File: config.mk
export PLATFORM = sky130hd
export DESIGN_NAME = pack_charge_mode_controller
export DESIGN_NICKNAME = d
export VERILOG_FILES = /design/src/rtl/core/pcmc_pkg.sv /design/src/rtl/core/pcmc_div.sv /design/src/rtl/core/pcmc_dp.sv /design/src/rtl/core/pcmc_ctrl.sv /design/src/rtl/core/pack_charge_mode_controller.sv
export VERILOG_INCLUDE_DIRS = /design/src /design/src/rtl/core
export SDC_FILE = /design/constraint.sdc
export NUM_CORES = 2
export LEC_CHECK = 0
export CAP_MARGIN = 10
export CELL_PAD_IN_SITES_DETAIL_PLACEMENT = 2
export CELL_PAD_IN_SITES_GLOBAL_PLACEMENT = 2
export CORE_MARGIN = 4
export CORE_UTILIZATION = 30
export CTS_CLUSTER_SIZE = 40
export DETAILED_ROUTE_END_ITERATION = 16
export DONT_BUFFER_PORTS = 1
export MAX_ROUTING_LAYER = met4
export PLACE_DENSITY = 0.67
export SYNTH_ARGS = -nofsm -noshare
export SYNTH_HDL_FRONTEND = slang
export SYNTH_SLANG_ARGS = --single-unit
File: constraint.sdc
create_clock -name clk -period 12.91 [get_ports clk]
set_input_delay 1.9365 -clock clk [delete_from_list [all_inputs] [get_ports clk]]
set_output_delay 1.9365 -clock clk [all_outputs]
set_load 0.005 [all_outputs]
File: src/rtl/core/pack_charge_mode_controller_assert.svh
// ----------------------------------------------------------------------------
// Pack charge mode controller assertion macros
// Concurrent checks on clk, disabled while arst_n is low.
// ----------------------------------------------------------------------------
`ifndef PACK_CHARGE_MODE_CONTROLLER_ASSERT_SVH
`define PACK_CHARGE_MODE_CONTROLLER_ASSERT_SVH

// same-cycle implication
`define PCMC_ASSERT_NOW(lbl, ante, cons) \
lbl: assert property (@(posedge clk) disable iff (!arst_n) (ante) |-> (cons)) \
	else $error("pcmc assertion failed");

// next-cycle implication
`define PCMC_ASSERT_NEXT(lbl, ante, cons) \
lbl: assert property (@(posedge clk) disable iff (!arst_n) (ante) |=> (cons)) \
	else $error("pcmc assertion failed");

`endif

File: src/rtl/core/pcmc_pkg.sv
// ----------------------------------------------------------------------------
// Pack charge mode controller package
// Codes, word types and controller/datapath interface structs.
// ----------------------------------------------------------------------------
package pcmc_pkg;

	localparam int unsigned CFG_IDX_W  = 3;
	localparam int unsigned REG_W      = 16;
	localparam int unsigned TIME_W     = 32;
	localparam int unsigned DIV_NUM_W  = 32;
	localparam int unsigned DIV_DEN_W  = 16;
	localparam int unsigned DIV_CNT_W  = 4;

	localparam logic [1:0] CMD_NONE    = 2'd0;
	localparam logic [1:0] CMD_CHARGE  = 2'd1;
	localparam logic [1:0] CMD_BALANCE = 2'd2;
	localparam logic [1:0] CMD_IDLE    = 2'd3;

	localparam logic [1:0] ST_IDLE      = 2'd0;
	localparam logic [1:0] ST_CHARGING  = 2'd1;
	localparam logic [1:0] ST_BALANCING = 2'd2;

	localparam logic [1:0] MODE_CC    = 2'd0;
	localparam logic [1:0] MODE_TAPER = 2'd1;
	localparam logic [1:0] MODE_MAINT = 2'd2;
	localparam logic [1:0] MODE_BAL   = 2'd3;

	localparam logic [CFG_IDX_W-1:0] CFG_LIMIT_V  = 3'd0;
	localparam logic [CFG_IDX_W-1:0] CFG_LIMIT_I  = 3'd1;
	localparam logic [CFG_IDX_W-1:0] CFG_MAINT_I  = 3'd2;
	localparam logic [CFG_IDX_W-1:0] CFG_UPPER    = 3'd3;
	localparam logic [CFG_IDX_W-1:0] CFG_LOWER    = 3'd4;
	localparam logic [CFG_IDX_W-1:0] CFG_MIN_IMB  = 3'd5;
	localparam logic [CFG_IDX_W-1:0] CFG_HOLD     = 3'd6;

	localparam logic [REG_W-1:0] RST_LIMIT_V = 16'd0;
	localparam logic [REG_W-1:0] RST_LIMIT_I = 16'd0;
	localparam logic [REG_W-1:0] RST_MAINT_I = 16'd10;
	localparam logic [REG_W-1:0] RST_UPPER   = 16'd4150;
	localparam logic [REG_W-1:0] RST_LOWER   = 16'd4100;
	localparam logic [REG_W-1:0] RST_MIN_IMB = 16'd20;
	localparam logic [REG_W-1:0] RST_HOLD    = 16'd2000;

	typedef struct packed {
		logic [1:0]        command;
		logic [TIME_W-1:0] now_ms;
		logic [REG_W-1:0]  max_cell_mv;
		logic [REG_W-1:0]  imbalance_mv;
		logic [REG_W-1:0]  pack_sum_cv;
		logic [4:0]        charger_faults;
		logic [7:0]        bms_faults;
		logic              estop_ok;
		logic              terminal_loop_ok;
		logic              accum_loop_ok;
		logic              hv_switch_on;
		logic              ready_pin;
	} in_word_t;

	typedef struct packed {
		logic             charge_cmd_valid;
		logic             charge_enable;
		logic [REG_W-1:0] charge_voltage_dv;
		logic [REG_W-1:0] charge_current_da;
		logic             balance_enable;
		logic             balance_led;
		logic             hv_led;
		logic [1:0]       charger_state_out;
		logic [1:0]       charge_mode_out;
		logic             show_errors;
	} out_word_t;

	typedef struct packed {
		logic capture;
		logic eval;
		logic mul;
		logic div_start;
		logic take_quo;
		logic load;
	} ctrl_cmd_t;

	typedef struct packed {
		logic taper;
		logic div_done;
	} dp_status_t;

endpackage

File: src/rtl/core/pcmc_div.sv
// ----------------------------------------------------------------------------
// Pack charge mode controller divider
// Unsigned restoring divider, two quotient bits per cycle.
// ----------------------------------------------------------------------------
module pcmc_div (
	input  logic                             clk,
	input  logic                             arst_n,
	input  logic                             start,
	input  logic [pcmc_pkg::DIV_NUM_W-1:0]   dividend,
	input  logic [pcmc_pkg::DIV_DEN_W-1:0]   divisor,
	output logic [pcmc_pkg::DIV_NUM_W-1:0]   quotient,
	output logic                             done
);
	import pcmc_pkg::*;

	localparam logic [DIV_CNT_W-1:0] CNT_LAST = {DIV_CNT_W{1'b1}};

	logic [DIV_NUM_W-1:0] quo_q;
	logic [DIV_DEN_W-1:0] rem_q;
	logic [DIV_DEN_W-1:0] den_q;
	logic [DIV_CNT_W-1:0] cnt_q;
	logic                 busy_q;
	logic                 done_q;

	logic [DIV_DEN_W:0]   t1, t2;
	logic                 ge1, ge2;
	logic [DIV_DEN_W:0]   r1, r2;
	logic [DIV_NUM_W-1:0] q1, q2;

	always_comb begin
		t1  = {rem_q, quo_q[DIV_NUM_W-1]};
		ge1 = t1 >= {1'b0, den_q};
		r1  = ge1 ? (t1 - {1'b0, den_q}) : t1;
		q1  = {quo_q[DIV_NUM_W-2:0], ge1};
		t2  = {r1[DIV_DEN_W-1:0], q1[DIV_NUM_W-1]};
		ge2 = t2 >= {1'b0, den_q};
		r2  = ge2 ? (t2 - {1'b0, den_q}) : t2;
		q2  = {q1[DIV_NUM_W-2:0], ge2};
	end

	always_ff @(posedge clk or negedge arst_n) begin
		if (!arst_n) begin
			busy_q <= 1'b0;
			done_q <= 1'b0;
			cnt_q  <= '0;
		end else begin
			done_q <= 1'b0;
			if (start) begin
				busy_q <= 1'b1;
				cnt_q  <= '0;
			end else if (busy_q) begin
				cnt_q <= cnt_q + 1'b1;
				if (cnt_q == CNT_LAST) begin
					busy_q <= 1'b0;
					done_q <= 1'b1;
				end
			end
		end
	end

	always_ff @(posedge clk) begin
		if (start) begin
			quo_q <= dividend;
			rem_q <= '0;
			den_q <= divisor;
		end else if (busy_q) begin
			quo_q <= q2;
			rem_q <= r2[DIV_DEN_W-1:0];
		end
	end

	assign quotient = quo_q;
	assign done     = done_q;

endmodule

File: src/rtl/core/pcmc_dp.sv
// ----------------------------------------------------------------------------
// Pack charge mode controller datapath
// Registers, charger state, safety and fault checks, mode pick and taper math.
// ----------------------------------------------------------------------------
module pcmc_dp (
	input  logic                             clk,
	input  logic                             arst_n,
	input  pcmc_pkg::in_word_t               in_word,
	input  logic                             cfg_we,
	input  logic [pcmc_pkg::CFG_IDX_W-1:0]   cfg_index,
	input  logic [pcmc_pkg::REG_W-1:0]       cfg_wdata,
	input  pcmc_pkg::ctrl_cmd_t              cmd,
	output pcmc_pkg::dp_status_t             status,
	output pcmc_pkg::out_word_t              out_word
);
	import pcmc_pkg::*;

	localparam logic [REG_W-1:0] RECIP10 = 16'd52429;
	localparam int unsigned      RECIP_SH = 19;

	in_word_t  in_q;
	out_word_t res_q;
	out_word_t out_q;
	out_word_t res;

	logic [REG_W-1:0] limit_v_q, limit_i_q, maint_i_q, upper_q, lower_q, min_imb_q, hold_q;

	logic [1:0]        state_q;
	logic [1:0]        mode_q;
	logic              was_faulting_q;
	logic [TIME_W-1:0] fault_start_q;
	logic              hv_lamp_q;

	logic [1:0]        st_cmd;
	logic              active, charging, safe, ready, ok, faulting, check, persist;
	logic              shutdown, run, hv_new;
	logic [TIME_W-1:0] start_new, elapsed;
	logic [1:0]        mode_pick;
	logic [RECIP_SH+REG_W-1:0] div10_full;

	logic signed [REG_W:0]     diff_a, diff_b;
	logic signed [2*REG_W+1:0] prod_full;
	logic signed [2*REG_W+1:0] prod_q;
	logic [2*REG_W+1:0]        mag_full;
	logic                      neg;

	logic [DIV_NUM_W-1:0] quotient;
	logic                 div_done;
	logic [REG_W-1:0]     den;

	logic signed [DIV_NUM_W+1:0] q_ext, c_full;
	logic [REG_W-1:0]            c_sat;

	always_comb begin
		unique case (in_q.command)
			CMD_CHARGE:  st_cmd = ST_CHARGING;
			CMD_BALANCE: st_cmd = ST_BALANCING;
			CMD_IDLE:    st_cmd = ST_IDLE;
			default:     st_cmd = state_q;
		endcase
	end

	always_comb begin
		charging  = st_cmd == ST_CHARGING;
		active    = charging || (st_cmd == ST_BALANCING);
		safe      = in_q.estop_ok & in_q.terminal_loop_ok & in_q.accum_loop_ok;
		ready     = !in_q.ready_pin;
		ok        = charging ? (safe & in_q.hv_switch_on & ready) : (safe & ready);
		hv_new    = (charging & safe) ? in_q.hv_switch_on : hv_lamp_q;
		faulting  = (|in_q.charger_faults) | (|in_q.bms_faults);
		check     = active & ok;
		start_new = (faulting & !was_faulting_q) ? in_q.now_ms : fault_start_q;
		elapsed   = in_q.now_ms - start_new;
		persist   = faulting && (elapsed >= {{(TIME_W-REG_W){1'b0}}, hold_q});
		shutdown  = active & (!ok | persist);
		run       = active & !shutdown;
	end

	always_comb begin
		priority if (st_cmd == ST_BALANCING) begin
			mode_pick = MODE_BAL;
		end else if (in_q.max_cell_mv >= upper_q) begin
			mode_pick = (in_q.imbalance_mv >= min_imb_q) ? MODE_BAL : MODE_MAINT;
		end else if (in_q.max_cell_mv >= lower_q) begin
			mode_pick = MODE_TAPER;
		end else begin
			mode_pick = MODE_CC;
		end
	end

	assign div10_full = in_q.pack_sum_cv * RECIP10;

	always_comb begin
		res = '0;
		res.hv_led            = hv_new;
		res.charger_state_out = shutdown ? ST_IDLE : st_cmd;
		res.charge_mode_out   = run ? mode_pick : mode_q;
		if (shutdown) begin
			res.charge_cmd_valid  = 1'b1;
			res.charge_voltage_dv = limit_v_q;
			res.charge_current_da = limit_i_q;
			res.show_errors       = 1'b1;
		end else if (run) begin
			res.charge_cmd_valid  = 1'b1;
			res.charge_voltage_dv = limit_v_q;
			res.charge_current_da = limit_i_q;
			if (mode_pick == MODE_BAL) begin
				res.balance_enable = 1'b1;
				res.balance_led    = 1'b1;
			end else if (charging) begin
				res.charge_enable = 1'b1;
				if (mode_pick == MODE_MAINT) begin
					res.charge_voltage_dv = div10_full[RECIP_SH +: REG_W];
					res.charge_current_da = maint_i_q;
				end
			end
		end
	end

	assign status.taper    = run & charging & (mode_pick == MODE_TAPER);
	assign status.div_done = div_done;

	// taper: limit + (maint - limit) * (max_cell - lower) / (upper - lower)
	assign diff_a    = $signed({1'b0, maint_i_q}) - $signed({1'b0, limit_i_q});
	assign diff_b    = $signed({1'b0, in_q.max_cell_mv - lower_q});
	assign prod_full = diff_a * diff_b;
	assign neg       = prod_q[2*REG_W+1];
	assign mag_full  = neg ? (-prod_q) : prod_q;
	assign den       = upper_q - lower_q;

	pcmc_div u_div (
		.clk      (clk),
		.arst_n   (arst_n),
		.start    (cmd.div_start),
		.dividend (mag_full[DIV_NUM_W-1:0]),
		.divisor  (den),
		.quotient (quotient),
		.done     (div_done)
	);

	always_comb begin
		q_ext  = $signed({2'b00, quotient});
		c_full = $signed({{(DIV_NUM_W+2-REG_W){1'b0}}, limit_i_q}) + (neg ? -q_ext : q_ext);
		priority if (c_full < 0) begin
			c_sat = '0;
		end else if (c_full > $signed({{(DIV_NUM_W+2-REG_W){1'b0}}, {REG_W{1'b1}}})) begin
			c_sat = '1;
		end else begin
			c_sat = c_full[REG_W-1:0];
		end
	end

	always_ff @(posedge clk or negedge arst_n) begin
		if (!arst_n) begin
			limit_v_q <= RST_LIMIT_V;
			limit_i_q <= RST_LIMIT_I;
			maint_i_q <= RST_MAINT_I;
			upper_q   <= RST_UPPER;
			lower_q   <= RST_LOWER;
			min_imb_q <= RST_MIN_IMB;
			hold_q    <= RST_HOLD;
		end else if (cfg_we) begin
			unique case (cfg_index)
				CFG_LIMIT_V: limit_v_q <= cfg_wdata;
				CFG_LIMIT_I: limit_i_q <= cfg_wdata;
				CFG_MAINT_I: maint_i_q <= cfg_wdata;
				CFG_UPPER:   upper_q   <= cfg_wdata;
				CFG_LOWER:   lower_q   <= cfg_wdata;
				CFG_MIN_IMB: min_imb_q <= cfg_wdata;
				CFG_HOLD:    hold_q    <= cfg_wdata;
				default: ;
			endcase
		end
	end

	always_ff @(posedge clk or negedge arst_n) begin
		if (!arst_n) begin
			state_q        <= ST_IDLE;
			mode_q         <= MODE_CC;
			was_faulting_q <= 1'b0;
			fault_start_q  <= '0;
			hv_lamp_q      <= 1'b0;
		end else if (cmd.eval) begin
			state_q   <= res.charger_state_out;
			mode_q    <= res.charge_mode_out;
			hv_lamp_q <= hv_new;
			if (check) begin
				was_faulting_q <= faulting;
				fault_start_q  <= start_new;
			end
		end
	end

	always_ff @(posedge clk) begin
		if (cmd.capture) begin
			in_q <= in_word;
		end
		if (cmd.mul) begin
			prod_q <= prod_full;
		end
		if (cmd.eval) begin
			res_q <= res;
		end else if (cmd.take_quo) begin
			res_q.charge_current_da <= c_sat;
		end
		if (cmd.load) begin
			out_q <= res_q;
		end
	end

	assign out_word = out_q;

endmodule

File: src/rtl/core/pcmc_ctrl.sv
// ----------------------------------------------------------------------------
// Pack charge mode controller sequencer
// Steps one tick through evaluate, taper multiply and divide (taper ticks only), and output load.
// ----------------------------------------------------------------------------
`include "pack_charge_mode_controller_assert.svh"

module pcmc_ctrl (
	input  logic                 clk,
	input  logic                 arst_n,
	input  logic                 in_valid,
	output logic                 in_stall,
	output logic                 out_valid,
	input  logic                 out_stall,
	input  pcmc_pkg::dp_status_t status,
	output pcmc_pkg::ctrl_cmd_t  cmd
);
	import pcmc_pkg::*;

	localparam logic [2:0] S_IDLE = 3'd0;
	localparam logic [2:0] S_EVAL = 3'd1;
	localparam logic [2:0] S_MUL  = 3'd2;
	localparam logic [2:0] S_DIV  = 3'd3;
	localparam logic [2:0] S_WAIT = 3'd4;
	localparam logic [2:0] S_FIN  = 3'd5;

	logic [2:0] state_q, state_d;
	logic       out_valid_q;
	logic       slot_free;

	assign slot_free = !out_valid_q || !out_stall;

	always_comb begin
		cmd           = '0;
		cmd.capture   = (state_q == S_IDLE) && in_valid;
		cmd.eval      = state_q == S_EVAL;
		cmd.mul       = state_q == S_MUL;
		cmd.div_start = state_q == S_DIV;
		cmd.take_quo  = (state_q == S_WAIT) && status.div_done;
		cmd.load      = (state_q == S_FIN) && slot_free;
	end

	always_comb begin
		state_d = state_q;
		unique case (state_q)
			S_IDLE: if (in_valid) state_d = S_EVAL;
			S_EVAL: state_d = status.taper ? S_MUL : S_FIN;
			S_MUL:  state_d = S_DIV;
			S_DIV:  state_d = S_WAIT;
			S_WAIT: if (status.div_done) state_d = S_FIN;
			S_FIN:  if (slot_free) state_d = S_IDLE;
			default: state_d = S_IDLE;
		endcase
	end

	always_ff @(posedge clk or negedge arst_n) begin
		if (!arst_n) begin
			state_q     <= S_IDLE;
			out_valid_q <= 1'b0;
		end else begin
			state_q <= state_d;
			if (cmd.load) begin
				out_valid_q <= 1'b1;
			end else if (!out_stall) begin
				out_valid_q <= 1'b0;
			end
		end
	end

	assign in_stall  = state_q != S_IDLE;
	assign out_valid = out_valid_q;

	`PCMC_ASSERT_NEXT(a_accept_eval, in_valid && !in_stall, state_q == S_EVAL)
	`PCMC_ASSERT_NOW(a_done_in_wait, status.div_done, state_q == S_WAIT)
	`PCMC_ASSERT_NEXT(a_taper_mul, state_q == S_EVAL && status.taper, state_q == S_MUL)

endmodule

File: src/rtl/core/pack_charge_mode_controller.sv
// ----------------------------------------------------------------------------
// Pack charge mode controller
// Charger state, charge mode selection, fault hold and HV lamp per control tick.
//
//   port group   direction   handshake            payload
//   in_word      in          in_valid / in_stall    pcmc_pkg::in_word_t
//   out_word     out         out_valid / out_stall  pcmc_pkg::out_word_t
//   cfg          in          cfg_we                 cfg_index, cfg_wdata
//
// One word at a time. A taper tick also passes through the multiply and the
// divider, which takes two quotient bits a cycle. A finished word waits in the
// output register while the next one is taken. Reset is asynchronous; control
// and config registers take their defaults, no clearing pass.
// ----------------------------------------------------------------------------
module pack_charge_mode_controller (
	input  logic                             clk,
	input  logic                             arst_n,
	input  logic                             in_valid,
	output logic                             in_stall,
	input  pcmc_pkg::in_word_t               in_word,
	output logic                             out_valid,
	input  logic                             out_stall,
	output pcmc_pkg::out_word_t              out_word,
	input  logic                             cfg_we,
	input  logic [pcmc_pkg::CFG_IDX_W-1:0]   cfg_index,
	input  logic [pcmc_pkg::REG_W-1:0]       cfg_wdata
);
	import pcmc_pkg::*;

	ctrl_cmd_t  cmd;
	dp_status_t status;

	pcmc_ctrl u_ctrl (
		.clk       (clk),
		.arst_n    (arst_n),
		.in_valid  (in_valid),
		.in_stall  (in_stall),
		.out_valid (out_valid),
		.out_stall (out_stall),
		.status    (status),
		.cmd       (cmd)
	);

	pcmc_dp u_dp (
		.clk       (clk),
		.arst_n    (arst_n),
		.in_word   (in_word),
		.cfg_we    (cfg_we),
		.cfg_index (cfg_index),
		.cfg_wdata (cfg_wdata),
		.cmd       (cmd),
		.status    (status),
		.out_word  (out_word)
	);

endmodule
==> run metrics <==
outcome=complete, no violations; Antenna Violating Nets Remaining=0; largest net degree at the start of global routing=161; min-delay worst type=reg -> reg; Final Max Slew Viols=0; Post-synth EDFFs=263; clk root buf=clkbuf_16; detailed-route DRC error count=0; layout cells sized above 1=8.12%; Hold Violations, Final=0; Max-Cap Viols=0; Tmin final=10.78 ns; DIE AREA=140000 um^2; most frequent cell on the critical path=fa_1; H-tree Lvls=2; Post-synth top flop=edfxtp_1; PortBufs=0; Ports=168; Clock Tree Buf Depth=3; core region area=133000 um^2; Finished Layout Cells=5832; Resized cells post-CTS=0; Setup violations, final=0; cell total after placement=5727; critical path startpoint category=flip-flop; synthesis-to-layout area growth=10.1%; Fin Setup TNS=0 ns; worst-skew pair later-pin latency=0.66 ns; ys async rst share=36.4%; post-synthesis cell type count=98; average size of a mapped cell=10.0 um^2; clk slew on worst S/H paths=0.06 ns; initial core utilization=30.2%; Mapped Area=40300 um^2; Critical Path RT=13.27 ns; Setup Fix Bufs, Post-CTS=0; routed vias=29400; flops & latches, synth=439; # fillers=14600; CTS tree=done; # hold bufs at CTS=0; RSZ-0062 raised after global routing=false; largest delay contributor family on the critical path=compound AO/OA/AOI/OAI gates; Fmax=92.7 MHz; most frequent cells in the layout=633 x inv_1, 396 x ha_1, 367 x fa_1; post-DR vias/cell=5.04; Total GRT Usage=19.1%; fin nets=4903; TritonRoute pass-1 iters=5; crit path kind=reg -> reg; crit path DAT=11.14 ns; # clock sinks=439; Worst Max-Slew Pin Slew=1.23 ns; total CTS buffers=55; post-synthesis sequential area ratio=30.4%; Die Y=375 um; die width=375 um; WP buf/inv=4; initial DRC count=1236; Site Rows=134; YS warnings=0; post-synthesis net count=4910; critical path's slowest cell=xor2_1; post-route clock period utilization=83.5%; Mapped Cells=4023; Post-Route WL=130000 um; WL/cell=22.3 um; vias in the first global route=33400; commonest non-fill, non-tap cell in the layout=inv_1; global-route wire length before repair=202000 um; total grt overflow=0; Slew headroom=17.6%; number of antenna violations at the first check in global routing=8; DPL Wire Length=104000 um; skew final=0.0613 ns; crit end category=flip-flop; crit-path max cell delay=0.83 ns; critical-path maximum fanout=11; gpl congestion=0.850
==> final cells by class <==
type	instances	area [um^2]	share of cell area, %
clock inverter	34	399	0.899
timing repair buffer	49	368	0.828
inverter	635	2380	5.37
multi-input combinational	2836	25300	57.0
sequential	439	12200	27.6
antenna	1	2.50	0.00564
tap	1768	2210	4.98
clock buffer	70	1480	3.34
==> synth_stat cells, types with 97 or more instances <==
master    count  area [um^2]
xnor2_1     129         1130
inv_1       633         2380
nand2_1     354         1330
dfrtp_1     143         3580
edfxtp_1    263         7900
o21ai_0     154          771
clkbuf_1     97          364
nor2_1      305         1140
fa_1        367         7350
mux2_2      101         1140
ha_1        396         4950
a21oi_1     155          776
==> cells by family (layout without fill, tap and decap cells) <==
family	count (synthesis)	after routing	share of synthesized area [%]
other	0	1	0
muxes	163	163	4.36
buffers and inverters	748	788	7.07
and+or+nand+nor	1052	1052	12.4
AOI/OAI and AO/OA	640	640	10.5
xor gates and xnor gates	218	218	4.74
adders and majority gates	763	763	30.5
DFF	439	439	30.4
==> flip-flops by register name, summed over array words and instances, names as in the netlist, 32 cells and up <==
signal,flops
u_dp.fault_start_q,32
u_dp.out_word,41
u_dp.prod_q,33
u_dp.res_q,41
u_dp.in_q,100
u_dp.u_div.quotient,32
==> path summary, 6_finish.rpt <==
path                                    from                    end  slack (ns)  cells past startpoint
hold / removal                u_dp.res_q[23]      u_dp.out_word[23]        0.42                      0
setup / recovery           u_dp.limit_i_q[1]        u_dp.prod_q[33]        2.13                     33
setup reg to reg           u_dp.limit_i_q[1]        u_dp.prod_q[33]        2.13                     33
min in group asynchronous             arst_n  u_dp.fault_start_q[5]        0.98                      0
max in group asynchronous             arst_n      u_dp.maint_i_q[3]       11.54                      0
hold reg to reg               u_dp.res_q[23]      u_dp.out_word[23]        0.42                      0
==> layer usage <==
metal	global-route usage (%)	routed length [um]
met1	22.5	54800
met2	33.9	66700
met3	2.68	4240
met4	5.56	4150
met5	-	0
==> through the flow <==
stage,cell area (um^2),util (%),hold slack [ns],worst slack (ns)
finish,44400,33.3,0.416,2.13
global route,44400,33.3,0.433,1.50
CTS,44400,33.3,0.420,2.21
detailed placement,42500,31.9,0.405,2.33
global placement,42500,31.9,0.403,2.56
floorplan,40300,-,0.400,3.93
Power is left out: the tool's default activity adds up to more than one toggle a clock period on the data nets, which glitch-free logic cannot reach.
